`config.mk`:
```
export PLATFORM = sky130hd
export DESIGN_NAME = hcrc_back
export DESIGN_NICKNAME = d
export VERILOG_FILES = /design/src/hdl/hcrc_pkg.sv /design/src/hdl/hcrc_back.sv
export SDC_FILE = /design/constraint.sdc
export NUM_CORES = 1
export LEC_CHECK = 0
export ABC_AREA = 0
export BUFFER_PORTS_ARGS = -buffer_cell sky130_fd_sc_hd__buf_4
export CORE_AREA = 2 2 142 144
export CTS_BUF_LIST = sky130_fd_sc_hd__clkbuf_4
export DETAILED_ROUTE_END_ITERATION = 7
export DIE_AREA = 0 0 144 146
export GPL_TIMING_DRIVEN = 0
export PLACE_DENSITY_LB_ADDON = 0.25
export SYNTH_ARGS = -nofsm -noshare
export SYNTH_HDL_FRONTEND = slang
export SYNTH_SLANG_ARGS = --single-unit
```
`constraint.sdc`:
```
create_clock -name clk -period 8.25 [get_ports clk]
set_input_delay 0.825 -clock clk [delete_from_list [all_inputs] [get_ports clk]]
set_output_delay 0.825 -clock clk [all_outputs]
set_load 0.05 [all_outputs]
```
`src/hdl/hcrc_pkg.sv`:
```
`timescale 1ns / 1ps
// ============================================================================
// hcrc_pkg: shared types and constants of the CONNECT reply checker
// Byte class token, result record, outcome codes and register indexes.
// ============================================================================
package hcrc_pkg;

    localparam int unsigned LINE_LEN_W  = 16;
    localparam int unsigned HDR_CNT_W   = 8;
    localparam int unsigned HDR_BYTES_W = 21;
    localparam int unsigned CFG_DATA_W  = 21;
    localparam int unsigned CFG_IDX_W   = 2;
    localparam int unsigned STATUS_W    = 10;

    localparam logic [LINE_LEN_W-1:0]  MAX_LINE_RST  = 16'd8192;
    localparam logic [HDR_CNT_W-1:0]   MAX_COUNT_RST = 8'd100;
    localparam logic [HDR_BYTES_W-1:0] MAX_BYTES_RST = 21'd65536;

    localparam logic [LINE_LEN_W-1:0] PREFIX_LEN   = 16'd7;
    localparam logic [LINE_LEN_W-1:0] POS_MINOR    = 16'd7;
    localparam logic [LINE_LEN_W-1:0] POS_SPACE    = 16'd8;
    localparam logic [LINE_LEN_W-1:0] POS_LAST_DIG = 16'd11;
    localparam logic [LINE_LEN_W-1:0] POS_END      = 16'd12;
    localparam logic [LINE_LEN_W-1:0] MIN_STATUS   = 16'd12;
    localparam logic [LINE_LEN_W-1:0] BLANK_LEN    = 16'd2;
    localparam logic [STATUS_W-1:0]   STATUS_OK    = 10'd200;

    localparam logic [7:0] CH_CR    = 8'h0D;
    localparam logic [7:0] CH_LF    = 8'h0A;
    localparam logic [7:0] CH_SPACE = 8'h20;
    localparam logic [7:0] CH_ZERO  = 8'h30;
    localparam logic [7:0] CH_ONE   = 8'h31;
    localparam logic [7:0] CH_NINE  = 8'h39;

    typedef enum logic [CFG_IDX_W-1:0] {
        REG_MAX_LINE  = 2'd0,
        REG_MAX_COUNT = 2'd1,
        REG_MAX_BYTES = 2'd2
    } reg_idx_t;

    typedef enum logic [2:0] {
        OUT_OK        = 3'd0,
        OUT_REFUSED   = 3'd1,
        OUT_BAD_LINE  = 3'd2,
        OUT_TOO_LONG  = 3'd3,
        OUT_TOO_LARGE = 3'd4,
        OUT_TOO_MANY  = 3'd5,
        OUT_READ_FAIL = 3'd6
    } outcome_t;

    typedef struct packed {
        logic [7:0] data;
        logic       abort;
        logic       is_cr;
        logic       is_lf;
        logic       is_space;
        logic       is_digit;
    } token_t;

    typedef struct packed {
        outcome_t              outcome;
        logic [STATUS_W-1:0]   status_code;
    } result_t;

    // Expected characters of "HTTP/1." by position.
    function automatic logic [7:0] prefix_char(input logic [2:0] pos);
        logic [7:0] ch;
        begin
            case (pos)
                3'd0:    ch = 8'h48;
                3'd1:    ch = 8'h54;
                3'd2:    ch = 8'h54;
                3'd3:    ch = 8'h50;
                3'd4:    ch = 8'h2F;
                3'd5:    ch = 8'h31;
                3'd6:    ch = 8'h2E;
                default: ch = 8'h00;
            endcase
            return ch;
        end
    endfunction

endpackage

```
`src/hdl/hcrc_back.sv`:
```
`timescale 1ns / 1ps
// ============================================================================
// hcrc_back: line parser and limit checker
// Consumes classified bytes, tracks line and header state, holds the
// configuration registers and issues one result per finished reply.
// ============================================================================
module hcrc_back
    import hcrc_pkg::*;
(
    input  logic                  clk,
    input  logic                  rst_n,
    input  logic                  cfg_write,
    input  logic [CFG_IDX_W-1:0]  cfg_index,
    input  logic [CFG_DATA_W-1:0] cfg_data,
    input  logic                  tok_valid,
    input  token_t                tok,
    output logic                  tok_take,
    input  logic                  res_space,
    output logic                  res_valid,
    output result_t               res
);

    logic [LINE_LEN_W-1:0]  max_line_reg;
    logic [HDR_CNT_W-1:0]   max_count_reg;
    logic [HDR_BYTES_W-1:0] max_bytes_reg;

    logic                   in_headers_reg, in_headers_next;
    logic [LINE_LEN_W-1:0]  line_bytes_reg, line_bytes_next;
    logic                   last_cr_reg, last_cr_next;
    logic                   good_reg, good_next;
    logic [STATUS_W-1:0]    status_reg, status_next;
    logic [HDR_CNT_W-1:0]   lines_reg, lines_next;
    logic [HDR_BYTES_W-1:0] total_reg, total_next;

    logic                   good;
    logic [STATUS_W-1:0]    status_val;
    logic [13:0]            status_prod;
    logic                   line_done;
    logic [LINE_LEN_W-1:0]  len;
    logic [HDR_BYTES_W:0]   sum;
    logic                   done;

    assign tok_take = tok_valid && res_space;
    assign len      = line_bytes_reg + 1'b1;
    assign sum      = {1'b0, total_reg} + {{(HDR_BYTES_W + 1 - LINE_LEN_W){1'b0}}, len};
    assign status_prod = {4'b0, status_reg} * 14'd10 + {10'b0, tok.data[3:0]};

    always_comb
    begin
        in_headers_next = in_headers_reg;
        line_bytes_next = line_bytes_reg;
        last_cr_next    = last_cr_reg;
        good_next       = good_reg;
        status_next     = status_reg;
        lines_next      = lines_reg;
        total_next      = total_reg;
        good            = good_reg;
        status_val      = status_reg;
        line_done       = 1'b0;
        done            = 1'b0;
        res.outcome     = OUT_OK;
        res.status_code = '0;

        if (tok_take)
        begin
            if (tok.abort)
            begin
                done        = 1'b1;
                res.outcome = OUT_READ_FAIL;
            end
            else if (line_bytes_reg >= max_line_reg)
            begin
                done        = 1'b1;
                res.outcome = OUT_TOO_LONG;
            end
            else
            begin
                // The status line is checked one position at a time.
                if (!in_headers_reg)
                begin
                    if (line_bytes_reg < PREFIX_LEN)
                    begin
                        if (tok.data != prefix_char(line_bytes_reg[2:0]))
                        begin
                            good = 1'b0;
                        end
                    end
                    else if (line_bytes_reg == POS_MINOR)
                    begin
                        if (tok.data != CH_ZERO && tok.data != CH_ONE)
                        begin
                            good = 1'b0;
                        end
                    end
                    else if (line_bytes_reg == POS_SPACE)
                    begin
                        if (!tok.is_space)
                        begin
                            good = 1'b0;
                        end
                    end
                    else if (line_bytes_reg <= POS_LAST_DIG)
                    begin
                        if (tok.is_digit)
                        begin
                            status_val = status_prod[STATUS_W-1:0];
                        end
                        else
                        begin
                            good = 1'b0;
                        end
                    end
                    else if (line_bytes_reg == POS_END)
                    begin
                        if (!tok.is_space && !tok.is_cr)
                        begin
                            good = 1'b0;
                        end
                    end
                end

                line_done   = last_cr_reg && tok.is_lf;
                good_next   = good;
                status_next = status_val;

                if (!line_done)
                begin
                    line_bytes_next = len;
                    last_cr_next    = tok.is_cr;
                end
                else
                begin
                    line_bytes_next = '0;
                    last_cr_next    = 1'b0;
                    if (!in_headers_reg)
                    begin
                        if (!good || len < MIN_STATUS)
                        begin
                            done        = 1'b1;
                            res.outcome = OUT_BAD_LINE;
                        end
                        else
                        begin
                            in_headers_next = 1'b1;
                        end
                    end
                    else if (sum > {1'b0, max_bytes_reg})
                    begin
                        done        = 1'b1;
                        res.outcome = OUT_TOO_LARGE;
                    end
                    else
                    begin
                        total_next = sum[HDR_BYTES_W-1:0];
                        if (len == BLANK_LEN)
                        begin
                            done            = 1'b1;
                            res.outcome     = (status_reg == STATUS_OK) ? OUT_OK : OUT_REFUSED;
                            res.status_code = status_reg;
                        end
                        else if (lines_reg >= max_count_reg)
                        begin
                            done        = 1'b1;
                            res.outcome = OUT_TOO_MANY;
                        end
                        else
                        begin
                            lines_next = lines_reg + 1'b1;
                        end
                    end
                end
            end
        end

        // Any result ends the reply and the parser waits for a new one.
        if (done)
        begin
            in_headers_next = 1'b0;
            line_bytes_next = '0;
            last_cr_next    = 1'b0;
            good_next       = 1'b1;
            status_next     = '0;
            lines_next      = '0;
            total_next      = '0;
        end
    end

    assign res_valid = done;

    always_ff @(posedge clk or negedge rst_n)
    begin
        if (!rst_n)
        begin
            in_headers_reg <= 1'b0;
            line_bytes_reg <= '0;
            last_cr_reg    <= 1'b0;
            good_reg       <= 1'b1;
            status_reg     <= '0;
            lines_reg      <= '0;
            total_reg      <= '0;
        end
        else
        begin
            in_headers_reg <= in_headers_next;
            line_bytes_reg <= line_bytes_next;
            last_cr_reg    <= last_cr_next;
            good_reg       <= good_next;
            status_reg     <= status_next;
            lines_reg      <= lines_next;
            total_reg      <= total_next;
        end
    end

    always_ff @(posedge clk or negedge rst_n)
    begin
        if (!rst_n)
        begin
            max_line_reg  <= MAX_LINE_RST;
            max_count_reg <= MAX_COUNT_RST;
            max_bytes_reg <= MAX_BYTES_RST;
        end
        else if (cfg_write)
        begin
            unique case (cfg_index)
                REG_MAX_LINE:  max_line_reg  <= cfg_data[LINE_LEN_W-1:0];
                REG_MAX_COUNT: max_count_reg <= cfg_data[HDR_CNT_W-1:0];
                REG_MAX_BYTES: max_bytes_reg <= cfg_data[HDR_BYTES_W-1:0];
                default:       ;
            endcase
        end
    end

    a_abort_restarts: assert property (@(posedge clk) disable iff (!rst_n)
        tok_take && tok.abort |=> line_bytes_reg == '0 && !in_headers_reg)
        else $error("abort did not restart the parser");

    a_headers_idle: assert property (@(posedge clk) disable iff (!rst_n)
        !in_headers_reg |-> lines_reg == '0 && total_reg == '0)
        else $error("header counters set while awaiting the status line");

    a_status_range: assert property (@(posedge clk) disable iff (!rst_n)
        status_reg < 10'd1000)
        else $error("status value beyond three digits");

endmodule

```
==> summary.md, run 1 <==
| Metric | Value |
|---|---|
| Layout Nets | `slightly above 1000` |
| Share of layout cells above drive strength 1 | `around 16%` |
| Rows | `51` |
| H-tree depth | `3` |
| Synthesis Warnings | `0` |
| Largest net degree at the start of global routing | `roughly 100` |
| Post-Route M1 WL | `around 8800 um` |
| RSZ-0062 raised after global routing | `no` |
| Worst slew pin tran | `roughly 1.2 ns` |
| Crit end category | `output pin` |
| I/O Pins | `56` |
| Fillers | `about 1900` |
| Area contributors post-synth | `dfrtp_1, ha_1, mux2_2` |
| Fraction of registers with async set/reset | `100%` |
| P_leak | `approximately 4.2 nW` |
| Total track usage | `19.0%` |
| Worst Setup Start Kind | `flip-flop` |
| Final ANT Viol Nets | `0` |
| Crit path time final | `~7.6 ns` |
| Max-slew headroom | `17.5%` |
| Number of flops mapped to enable cells by yosys | `0` |
| Worst-path clk slew | `0.17 ns` |
| DR pass1 iterations | `4` |
| Synth top area share | `approximately a third` |
| Drt via density | `5.36` |
| Syn Inst Count | `about 830` |
| Status | `finished, final reports clean` |
| Clock tree from TritonCTS | `built` |
| CTS Buf Count | `9` |
| Final cell count without fillers | `roughly 1200` |
| Hold Fails Final Rpt | `0` |
| Final period utilization | `between 90 and 100%` |
| Worst EP required | `7.42 ns` |
| Commonest cells post-synth | `dfrtp_1, ha_1, inv_1, nand2_1, nor2_1` |
| PortBufs | `55` |
| Synth Cell Area | `roughly 0.0076 mm^2` |
| Sequential area share after synthesis | `roughly 34%` |
| Postcts setup bufs | `0` |
| Routed wl met2 | `roughly 9200 um` |
| WL/cell | `approximately 16 um` |
| Max-slew violation count | `0` |
| 1st-iter DRT viols | `between 200 and 300` |
| Syn Nets | `roughly 960` |
| Die ar. | `roughly 0.021 mm^2` |
| Initial antenna violation count | `1` |
| Core ar. | `~0.019 mm^2` |
| Clock Path Buffers | `2` |
| PwrDens | `around 130 mW/mm^2` |
| Register bit total from synthesis | `slightly above 100` |
| Uppermost routed layer | `met4` |
| Avg Cell Area, Syn | `just over 9 um^2` |
| Die width | `between 100 and 150 um` |
| Skew-Pair Late Insertion Delay | `around 0.49 ns` |
| CP Max Fanout | `10` |
| Area grow syn2layout | `11.9%` |
| CTS sink cnt | `approximately 100` |
| Worst path arrival time | `slightly below 7 ns` |
| Routed wire length | `~19000 um` |
| Vias in the first global route | `just over 6000` |
| Post-CTS sizing | `0` |
| Final setup fails | `0` |
| FMAX | `0.131 GHz` |
| DR WL met3 | `approximately 600 um` |
| Most numerous cell in the Yosys netlist | `dfrtp_1` |
| Hold-fix buffers, CTS | `0` |
| Maximum vdd ir drop | `roughly 90 uV` |
| Max Clock Skew | `approximately 0.016 ns` |
| CTS root buffer | `clkbuf_4` |
| Detailed Place HPWL | `roughly 15000 um` |
| Hold Crit Class | `input port to async pin` |
| Max-cap violation count | `0` |
| GRT overflow | `0` |
| Distinct cells, synth | `between 70 and 80` |
| Placed insts | `roughly 1100` |
| Setup_tns | `0 ns` |
| First-pass GRT wire length | `approximately 32000 um` |
| CP Class | `flip-flop to output pin` |
| DRC violations left | `0` |
| Starting Density | `around 39%` |
| DR vias | `6256` |
| Prevailing post-synth register cell | `dfrtp_1` |
| Leading area contributor after synthesis | `dfrtp_1` |
| GP Congestion | `0.883` |
| Chip height | `roughly 150 um` |
## layer usage
| metal | global-route usage, % | vias to the layer above |
|---|---|---|
| met2 | 31.2 | 100 |
| li1 | - | 3125 |
| met4 | 5.88 | 0 |
| met5 | 0 | - |
| met3 | 2.73 | 26 |
| met1 | 25.9 | 3005 |
## placed cells by master (no fill, tap or decap), drive strengths merged, types with 5 or more instances in the layout
cell	n
dfrtp	97
ha	82
buf	76
inv	75
nand2	73
nor2	47
o21ai	43
a21oi	34
mux2	34
nand3	32
xnor2	29
clkbuf	24
nand4	21
a21o	21
a22o	18
a211oi	15
xor2	14
and2	14
nor3	13
and3	11
or3	8
mux2i	8
o31ai	8
o21bai	7
nand2b	7
nand3b	6
dfstp	6
nor4	6
or4	6
a31oi	5
## cell families (layout without fill, tap and decap cells)
kind of cell | Yosys count | in the layout | synth area share [%]
xor gates and xnor gates | 43 | 43 | 4.93
and+or+nand+nor | 264 | 264 | 18.2
AOI/OAI and AO/OA | 186 | 186 | 16.9
other | 0 | 1 | 0
muxes | 42 | 42 | 6.06
DFF | 103 | 103 | 33.9
buffers and inverters | 106 | 178 | 5.83
adders and majority gates | 85 | 85 | 14.2
## worst max-delay path: stages (launching register included)
cell	delay, ns
dfrtp_1	0.60
ha_1	0.24
buf_2	0.23
nand3_1	0.24
nor2_1	0.22
xnor2_1	0.14
ha_1	0.40
and3_1	0.20
nand3_1	0.13
nor4_1	0.48
o31ai_1	0.15
a21boi_0	0.47
nand3b_1	0.18
nand4b_1	0.14
ha_1	0.32
a21oi_1	0.13
o221ai_1	0.13
a31o_2	0.30
a311o_1	0.34
a211oi_2	0.32
nand3_1	0.12
nor2_1	0.45
and2_1	0.21
buf_4	0.19
## path summary, 6_finish.rpt
| path | endpoint | depth (start not counted) | slack, ns | startpoint |
|---|---|---|---|---|
| max | res[4] | 23 | 0.61 | line_bytes_reg[1]$_DFFE_PN0P_ |
| min in group clk | good_reg$_DFFE_PN1P_ | 1 | 0.53 | good_reg$_DFFE_PN1P_ |
| max reg2reg | lines_reg[5]$_DFFE_PN0P_ | 23 | 1.83 | line_bytes_reg[1]$_DFFE_PN0P_ |
| min | max_bytes_reg[17]$_DFFE_PN0P_ | 1 | 0.17 | rst_n |
| min reg2reg | good_reg$_DFFE_PN1P_ | 1 | 0.53 | good_reg$_DFFE_PN1P_ |
| max in group asynchronous | good_reg$_DFFE_PN1P_ | 2 | 7.36 | rst_n |
## through the flow
| step | utilization, % | hold slack [ns] | total power, mW | area, um^2 | setup slack (ns) |
|---|---|---|---|---|---|
| floorplan | - | 0.477 | 0.749 | 7630 | 1.78 |
| global placement | 43.3 | 0.488 | 0.833 | 8380 | 1.26 |
| detailed placement | 43.3 | 0.494 | 0.839 | 8380 | 1.21 |
| CTS | 44.0 | 0.508 | 1.10 | 8510 | 0.629 |
| global route | 44.2 | 0.132 | 1.16 | 8540 | 0.0488 |
| finish | 44.2 | 0.169 | 1.09 | 8540 | 0.610 |
## layout make-up
| class | instances | area (um^2) | share of cell area, % |
|---|---|---|---|
| Antenna cell | 1 | 2.50 | 0.0293 |
| Buffer | 34 | 175 | 2.05 |
| Clock buffer | 10 | 75.1 | 0.879 |
| Clock inverter | 6 | 52.6 | 0.615 |
| Inverter | 72 | 270 | 3.16 |
| Multi-Input combinational cell | 620 | 4600 | 53.9 |
| Sequential cell | 103 | 2580 | 30.3 |
| Tap cell | 265 | 332 | 3.88 |
| Timing Repair Buffer | 56 | 444 | 5.20 |
## power breakdown
part / internal, mW / switching [mW]
Sequential: 0.553 / 0.0250
Combinational: 0.106 / 0.145
Clock: 0.0709 / 0.192
Note: power is estimated with default switching activity, not from simulation.
==> run 2, diff against run 1 <==
Settings changed: PLACE_DENSITY_LB_ADDON 0.25 to default.
Clock period 8.25 ns to 8.6 ns, I/O delays scaled along.
==> summary.md, run 2 (synthesis gave the netlist of run 1 again) <==
| Metric | Value |
|---|---|
| Most frequent cells in the layout | `dfrtp_1, ha_1, inv_1, nand2_1, buf_4` |
| Detailed Place HPWL | `about 15000 um` |
| DRC violations left | `0` |
| Post-CTS sizing | `0` |
| Largest net degree at the start of global routing | `roughly 100` |
| Worst-path clk slew | `between 0.15 and 0.2 ns` |
| Status | `finished, final reports clean` |
| Worst path arrival time | `~7 ns` |
| First-pass GRT wire length | `approximately 31000 um` |
| GRT overflow | `0` |
| Total track usage | `19.1%` |
| Post-Route M1 WL | `a little over 9000 um` |
| Routed wire length | `between 15000 and 20000 um` |
| Hold Fails Final Rpt | `0` |
| Final setup fails | `0` |
| Crit-path slowest cell | `dfrtp_1` |
| PwrDens | `approximately 130 mW/mm^2` |
| Clock tree from TritonCTS | `built` |
| 1st-iter DRT viols | `around 310` |
| Crit end category | `output pin` |
| CTS Buf Count | `9` |
| Area grow syn2layout | `12.1%` |
| Crit path buf inv count | `2` |
| Layout Nets | `1022` |
| Commonest non-fill, non-tap cell in the layout | `dfrtp_1` |
| Die ar. | `~0.021 mm^2` |
| Max-slew headroom | `18.2%` |
| Reg2Reg Setup Slack | `roughly 2.2 ns` |
| Final period utilization | `90.3%` |
| I/O Pins | `56` |
| P_leak | `~4.2 nW` |
| Die width | `~140 um` |
| PortBufs | `55` |
| Uppermost routed layer | `met4` |
| Chip height | `146 um` |
| Hold Crit Class | `input port to async pin` |
| DR vias | `roughly 6300` |
| Final ANT Viol Nets | `0` |
| Clock Path Buffers | `2` |
| CTS root buffer | `clkbuf_4` |
| Final WS setup | `approximately 0.83 ns` |
| CTS sink cnt | `between 100 and 150` |
| Max-cap violation count | `0` |
| Crit path max-delay family | `simple AND/OR/NAND/NOR gates` |
| CP Class | `flip-flop to output pin` |
| Initial antenna violation count | `1` |
| DR WL met3 | `roughly 700 um` |
| FF-to-FF Start | `line_bytes_reg[1]$_DFFE_PN0P_` |
| WL/cell | `16.5 um` |
| Core ar. | `about 0.019 mm^2` |
| Skew-Pair Late Insertion Delay | `between 0.5 and 0.6 ns` |
| CP Max Fanout | `10` |
| R2R Path End | `lines_reg[5]$_DFFE_PN0P_` |
| Crit-path max cell delay | `around 0.64 ns` |
| Worst EP required | `approximately 7.7 ns` |
| Reg2Reg Depth | `23` |
| H-tree depth | `3` |
| Max Clock Skew | `about 0.02 ns` |
| FMAX | `0.129 GHz` |
| Share of layout cells above drive strength 1 | `between 10% and 20%` |
| DR pass1 iterations | `5` |
| Post-Place Worst Slack | `1.43 ns` |
| GP Congestion | `a little under 0.9` |
| Crit path time final | `between 7 and 8 ns` |
| Starting Density | `39.5%` |
| Hold_ws | `0.112 ns` |
| Vias in the first global route | `5958` |
| Worst slew pin tran | `between 1 and 1.5 ns` |
| Worst Setup Start Kind | `flip-flop` |
| Routed wl met2 | `roughly 9000 um` |
| Drt via density | `5.36` |
| RSZ-0062 raised after global routing | `no` |
| Max-slew violation count | `0` |
| Postcts setup bufs | `0` |
| Hold-fix buffers, CTS | `0` |
| Rows | `51` |
| Setup_tns | `0 ns` |
| Maximum vdd ir drop | `83.2 uV` |
| Worst-path cell chain | `ha_1 -> buf_2 -> nand3_1 -> nor2_1 -> xnor2_1 -> ha_1 -> and3_1 -> nand3_1 -> nor4_1 -> o31ai_1 -> a21boi_0 -> nor2_1 -> xnor2_1 -> ha_1 -> a21oi_1 -> o221ai_1 -> a31o_2 -> a311o_1 -> a211oi_2 -> nand3_1 -> nor2_1 -> and2_1 -> buf_4` |
[run 2: how the worst max path moves through the flow]
stage,startpoint,end,slack (ns),cells past startpoint
after floorplan,line_bytes_reg[1]$_DFFE_PN0P_,res[10],2.10,21
after global placement,line_bytes_reg[1]$_DFFE_PN0P_,res[8],1.56,23
after detailed placement,line_bytes_reg[1]$_DFFE_PN0P_,res[9],1.43,23
after CTS,line_bytes_reg[1]$_DFFE_PN0P_,res[9],0.82,23
after global routing,line_bytes_reg[1]$_DFFE_PN0P_,res[7],0.22,23
final,line_bytes_reg[1]$_DFFE_PN0P_,res[9],0.83,23
[run 2: final cells by class]
type	count	area, um^2
buffer	34	175
sequential	103	2580
timing repair buffer	56	444
antenna	1	2.50
clock buffer	9	67.6
clock inverter	7	81.3
multi-input combinational	620	4600
tap	265	332
inverter	72	270
fill	1944	10800
[run 2: power by group]
part	leakage, nW	switching, mW	total [mW]	internal [mW]
Combinational	2.81	0.141	0.243	0.102
Sequential	1.34	0.0245	0.555	0.531
Clock	0.0776	0.187	0.280	0.0927
Total	4.22	0.353	1.08	0.726
[run 2: layer usage]
layer | track usage [%] | vias to the layer above
li1 | - | 3123
met1 | 26.4 | 3004
met2 | 30.6 | 97
met3 | 3.13 | 27
met4 | 5.69 | 0
met5 | 0 | -
[run 2: metrics by stage]
step / utilization, % / power, mW / instances / area [um^2]
after global placement: 43.3 / 0.801 / 1149 / 8380
after floorplan: - / 0.719 / 829 / 7630
after detailed placement: 43.3 / 0.808 / 1149 / 8380
after global routing: 44.3 / 1.15 / 1167 / 8560
after CTS: 44.1 / 1.09 / 1165 / 8530
final: 44.3 / 1.08 / 1167 / 8560
[run 2: worst reg2reg max path: stages, from the launching register on]
cell,delay (ns)
dfrtp_1,0.64
ha_1,0.26
buf_2,0.25
nand3_1,0.24
nor2_1,0.22
xnor2_1,0.15
ha_1,0.40
and3_1,0.20
nand3_1,0.14
nor4_1,0.39
o31ai_1,0.16
a21boi_0,0.49
nor2_1,0.11
xnor2_1,0.22
ha_1,0.28
a21oi_1,0.15
o221ai_1,0.15
a31o_2,0.30
a311o_1,0.34
a211oi_2,0.32
nand3_1,0.24
buf_4,0.24
or3_1,0.34
a21oi_1,0.14
==> run 3, diff against run 2 <==
Settings changed: BUFFER_PORTS_ARGS -buffer_cell sky130_fd_sc_hd__buf_4 to default, DONT_BUFFER_PORTS from default to 1, RECOVER_POWER from default to 50.
==> summary.md, run 3 (synthesis gave the netlist of run 1 again) <==
| Metric | Value |
|---|---|
| PortBufs | `0` |
| Worst slew pin tran | `between 3 and 4 ns` |
| Chip height | `146 um` |
| Max Clock Skew | `0.0243 ns` |
| Final setup fails | `0` |
| CTS sink cnt | `roughly 100` |
| H-tree depth | `3` |
| Hold Crit Class | `input port to async pin` |
| Max-cap violation count | `2` |
| Layout Nets | `969` |
| Drt via density | `roughly 5.4` |
| DR vias | `6008` |
| Initial antenna violation count | `0` |
| Max-slew headroom | `-143%` |
| PwrDens | `between 100 and 150 mW/mm^2` |
| Design Power | `1.04 mW` |
| Commonest non-fill, non-tap cell in the layout | `dfrtp_1` |
| Total track usage | `about a fifth` |
| Die width | `between 100 and 150 um` |
| Crit path buf inv count | `1` |
| Rows | `around 50` |
| Hold Fails Final Rpt | `0` |
| Reg2Reg Setup Slack | `2.39 ns` |
| Largest net degree at the start of global routing | `between 60 and 70` |
| Max-slew violation count | `96` |
| Maximum vdd ir drop | `64.4 uV` |
| Failing checks | `max-capacitance violations, max-slew violations` |
| GP Congestion | `roughly 0.85` |
| Vias in the first global route | `5803` |
| Ant diodes | `0` |
| CP Class | `flip-flop to output pin` |
| CP Max Fanout | `9` |
| Final period utilization | `between 80 and 90%` |
| P_leak | `around 3.9 nW` |
| DRC violations left | `0` |
| Global route hottest layer | `met2` |
| Worst Setup Start Kind | `flip-flop` |
| Most frequent cells in the layout | `dfrtp_1, ha_1, inv_1, nand2_1, nor2_1` |
| First-pass GRT wire length | `31400 um` |
| Setup_tns | `0 ns` |
| CTS Buf Count | `9` |
| Crit end category | `output pin` |
| Worst path arrival time | `roughly 6.8 ns` |
| GRT overflow | `0` |
| Grt met1 use | `roughly 26%` |
| DR pass1 iterations | `5` |
| CTS root buffer | `clkbuf_4` |
| Area grow syn2layout | `6.44%` |
| M3 GR Usage | `3.22%` |
| Clock Path Buffers | `2` |
| Worst EP required | `slightly below 8 ns` |
| FMAX | `0.131 GHz` |
| I/O Pins | `56` |
| Routed wire length | `roughly 20000 um` |
| Crit-path slowest cell | `a311oi_2` |
| Crit path time final | `7.66 ns` |
| Core ar. | `0.0193 mm^2` |
| Crit path max-delay family | `compound AO/OA/AOI/OAI gates` |
| Die ar. | `between 0.02 and 0.025 mm^2` |
| Status | `finished with violations` |
| Worst-path clk slew | `roughly 0.20 ns` |
| Hold_ws | `0.154 ns` |
| RSZ-0062 raised after global routing | `no` |
| Crit-path max cell delay | `approximately 0.94 ns` |
| Clock tree from TritonCTS | `built` |
| Detailed Place HPWL | `14900 um` |
| Starting Density | `between 30 and 40%` |
| Share of layout cells above drive strength 1 | `between 10% and 20%` |
| Final ANT Viol Nets | `0` |
| 1st-iter DRT viols | `376` |
| Skew-Pair Late Insertion Delay | `slightly above 0.5 ns` |
| Postcts setup bufs | `0` |
| Met2 usage | `a little under a third` |
| WL/cell | `17.7 um` |
| Worst-path cell chain | `ha_1 -> buf_2 -> nand3_1 -> nor2_1 -> xnor2_1 -> ha_1 -> and3_1 -> nand3_1 -> nor4_1 -> o31ai_1 -> a21boi_1 -> nor2_1 -> xnor2_1 -> ha_1 -> a21oi_1 -> o221ai_1 -> a31o_2 -> a311o_1 -> a211oi_2 -> nand3_1 -> a311oi_2` |
[run 3: worst paths after layout]
kind	from	to	depth (start not counted)
max in group asynchronous	rst_n	status_reg[2]$_DFFE_PN0P_	1
setup / recovery	line_bytes_reg[1]$_DFFE_PN0P_	res[10]	21
hold reg to reg	good_reg$_DFFE_PN1P_	good_reg$_DFFE_PN1P_	1
hold / removal	rst_n	max_count_reg[5]$_DFFE_PN1P_	0
min in group clk	cfg_data[13]	max_line_reg[13]$_DFFE_PN1P_	2
setup reg to reg	line_bytes_reg[1]$_DFFE_PN0P_	lines_reg[5]$_DFFE_PN0P_	23
[run 3: worst reg2reg max path, cell delays in order, from the launching register on]
cell and delay (ns):
dfrtp_1 0.60, ha_1 0.24, buf_2 0.22, nand3_1 0.25, nor2_1 0.23, xnor2_1 0.14, ha_1 0.40, and3_1 0.20
nand3_1 0.13, nor4_1 0.45, o31ai_1 0.15, a21boi_1 0.35, nor2_1 0.09, xnor2_1 0.22, ha_1 0.29, a21oi_1 0.15
o221ai_1 0.14, a31o_2 0.30, a311o_1 0.34, a211oi_2 0.30, nand3_1 0.24, buf_4 0.24, or3_1 0.34, a21oi_1 0.15
[run 3: layout make-up]
type / count / area [um^2]
sequential: 103 / 2580
timing repair buffer: 3 / 17.5
multi-input combinational: 620 / 4610
fill: 1927 / 11200
buffer: 34 / 175
clock inverter: 7 / 68.8
clock buffer: 9 / 67.6
inverter: 72 / 270
tap: 265 / 332
[run 3: layer usage]
metal,part of all wire [%],vias to the layer above
li1,-,3023
met1,47,2837
met2,47,118
met3,3.7,30
met4,2.5,0
met5,0,-
[run 3: what timing repair did]
item	CTS	global route
setup endpoints to repair	0	4
hold buffers	2	1
resized for setup	0	1
endpoints found under the hold margin	60	34
[run 3: power by group]
part           internal (mW)  switching (mW)  leakage, nW  total (mW)
combinational         0.0886           0.134         2.53       0.222
clock                 0.0664           0.197       0.0727       0.263
sequential             0.531          0.0238         1.34       0.555
[run 3: through the flow]
step           instances  util (%)  cell area (um^2)  worst slack [ns]
6_report            1113      42.0              8130             0.942
5_1_grt             1113      42.0              8130             0.189
4_1_cts             1112      42.1              8150             0.733
3_5_place_dp        1094      41.2              7970              1.34
3_3_place_gp        1094      41.2              7970             0.787
2_1_floorplan        829         -              7630              2.10
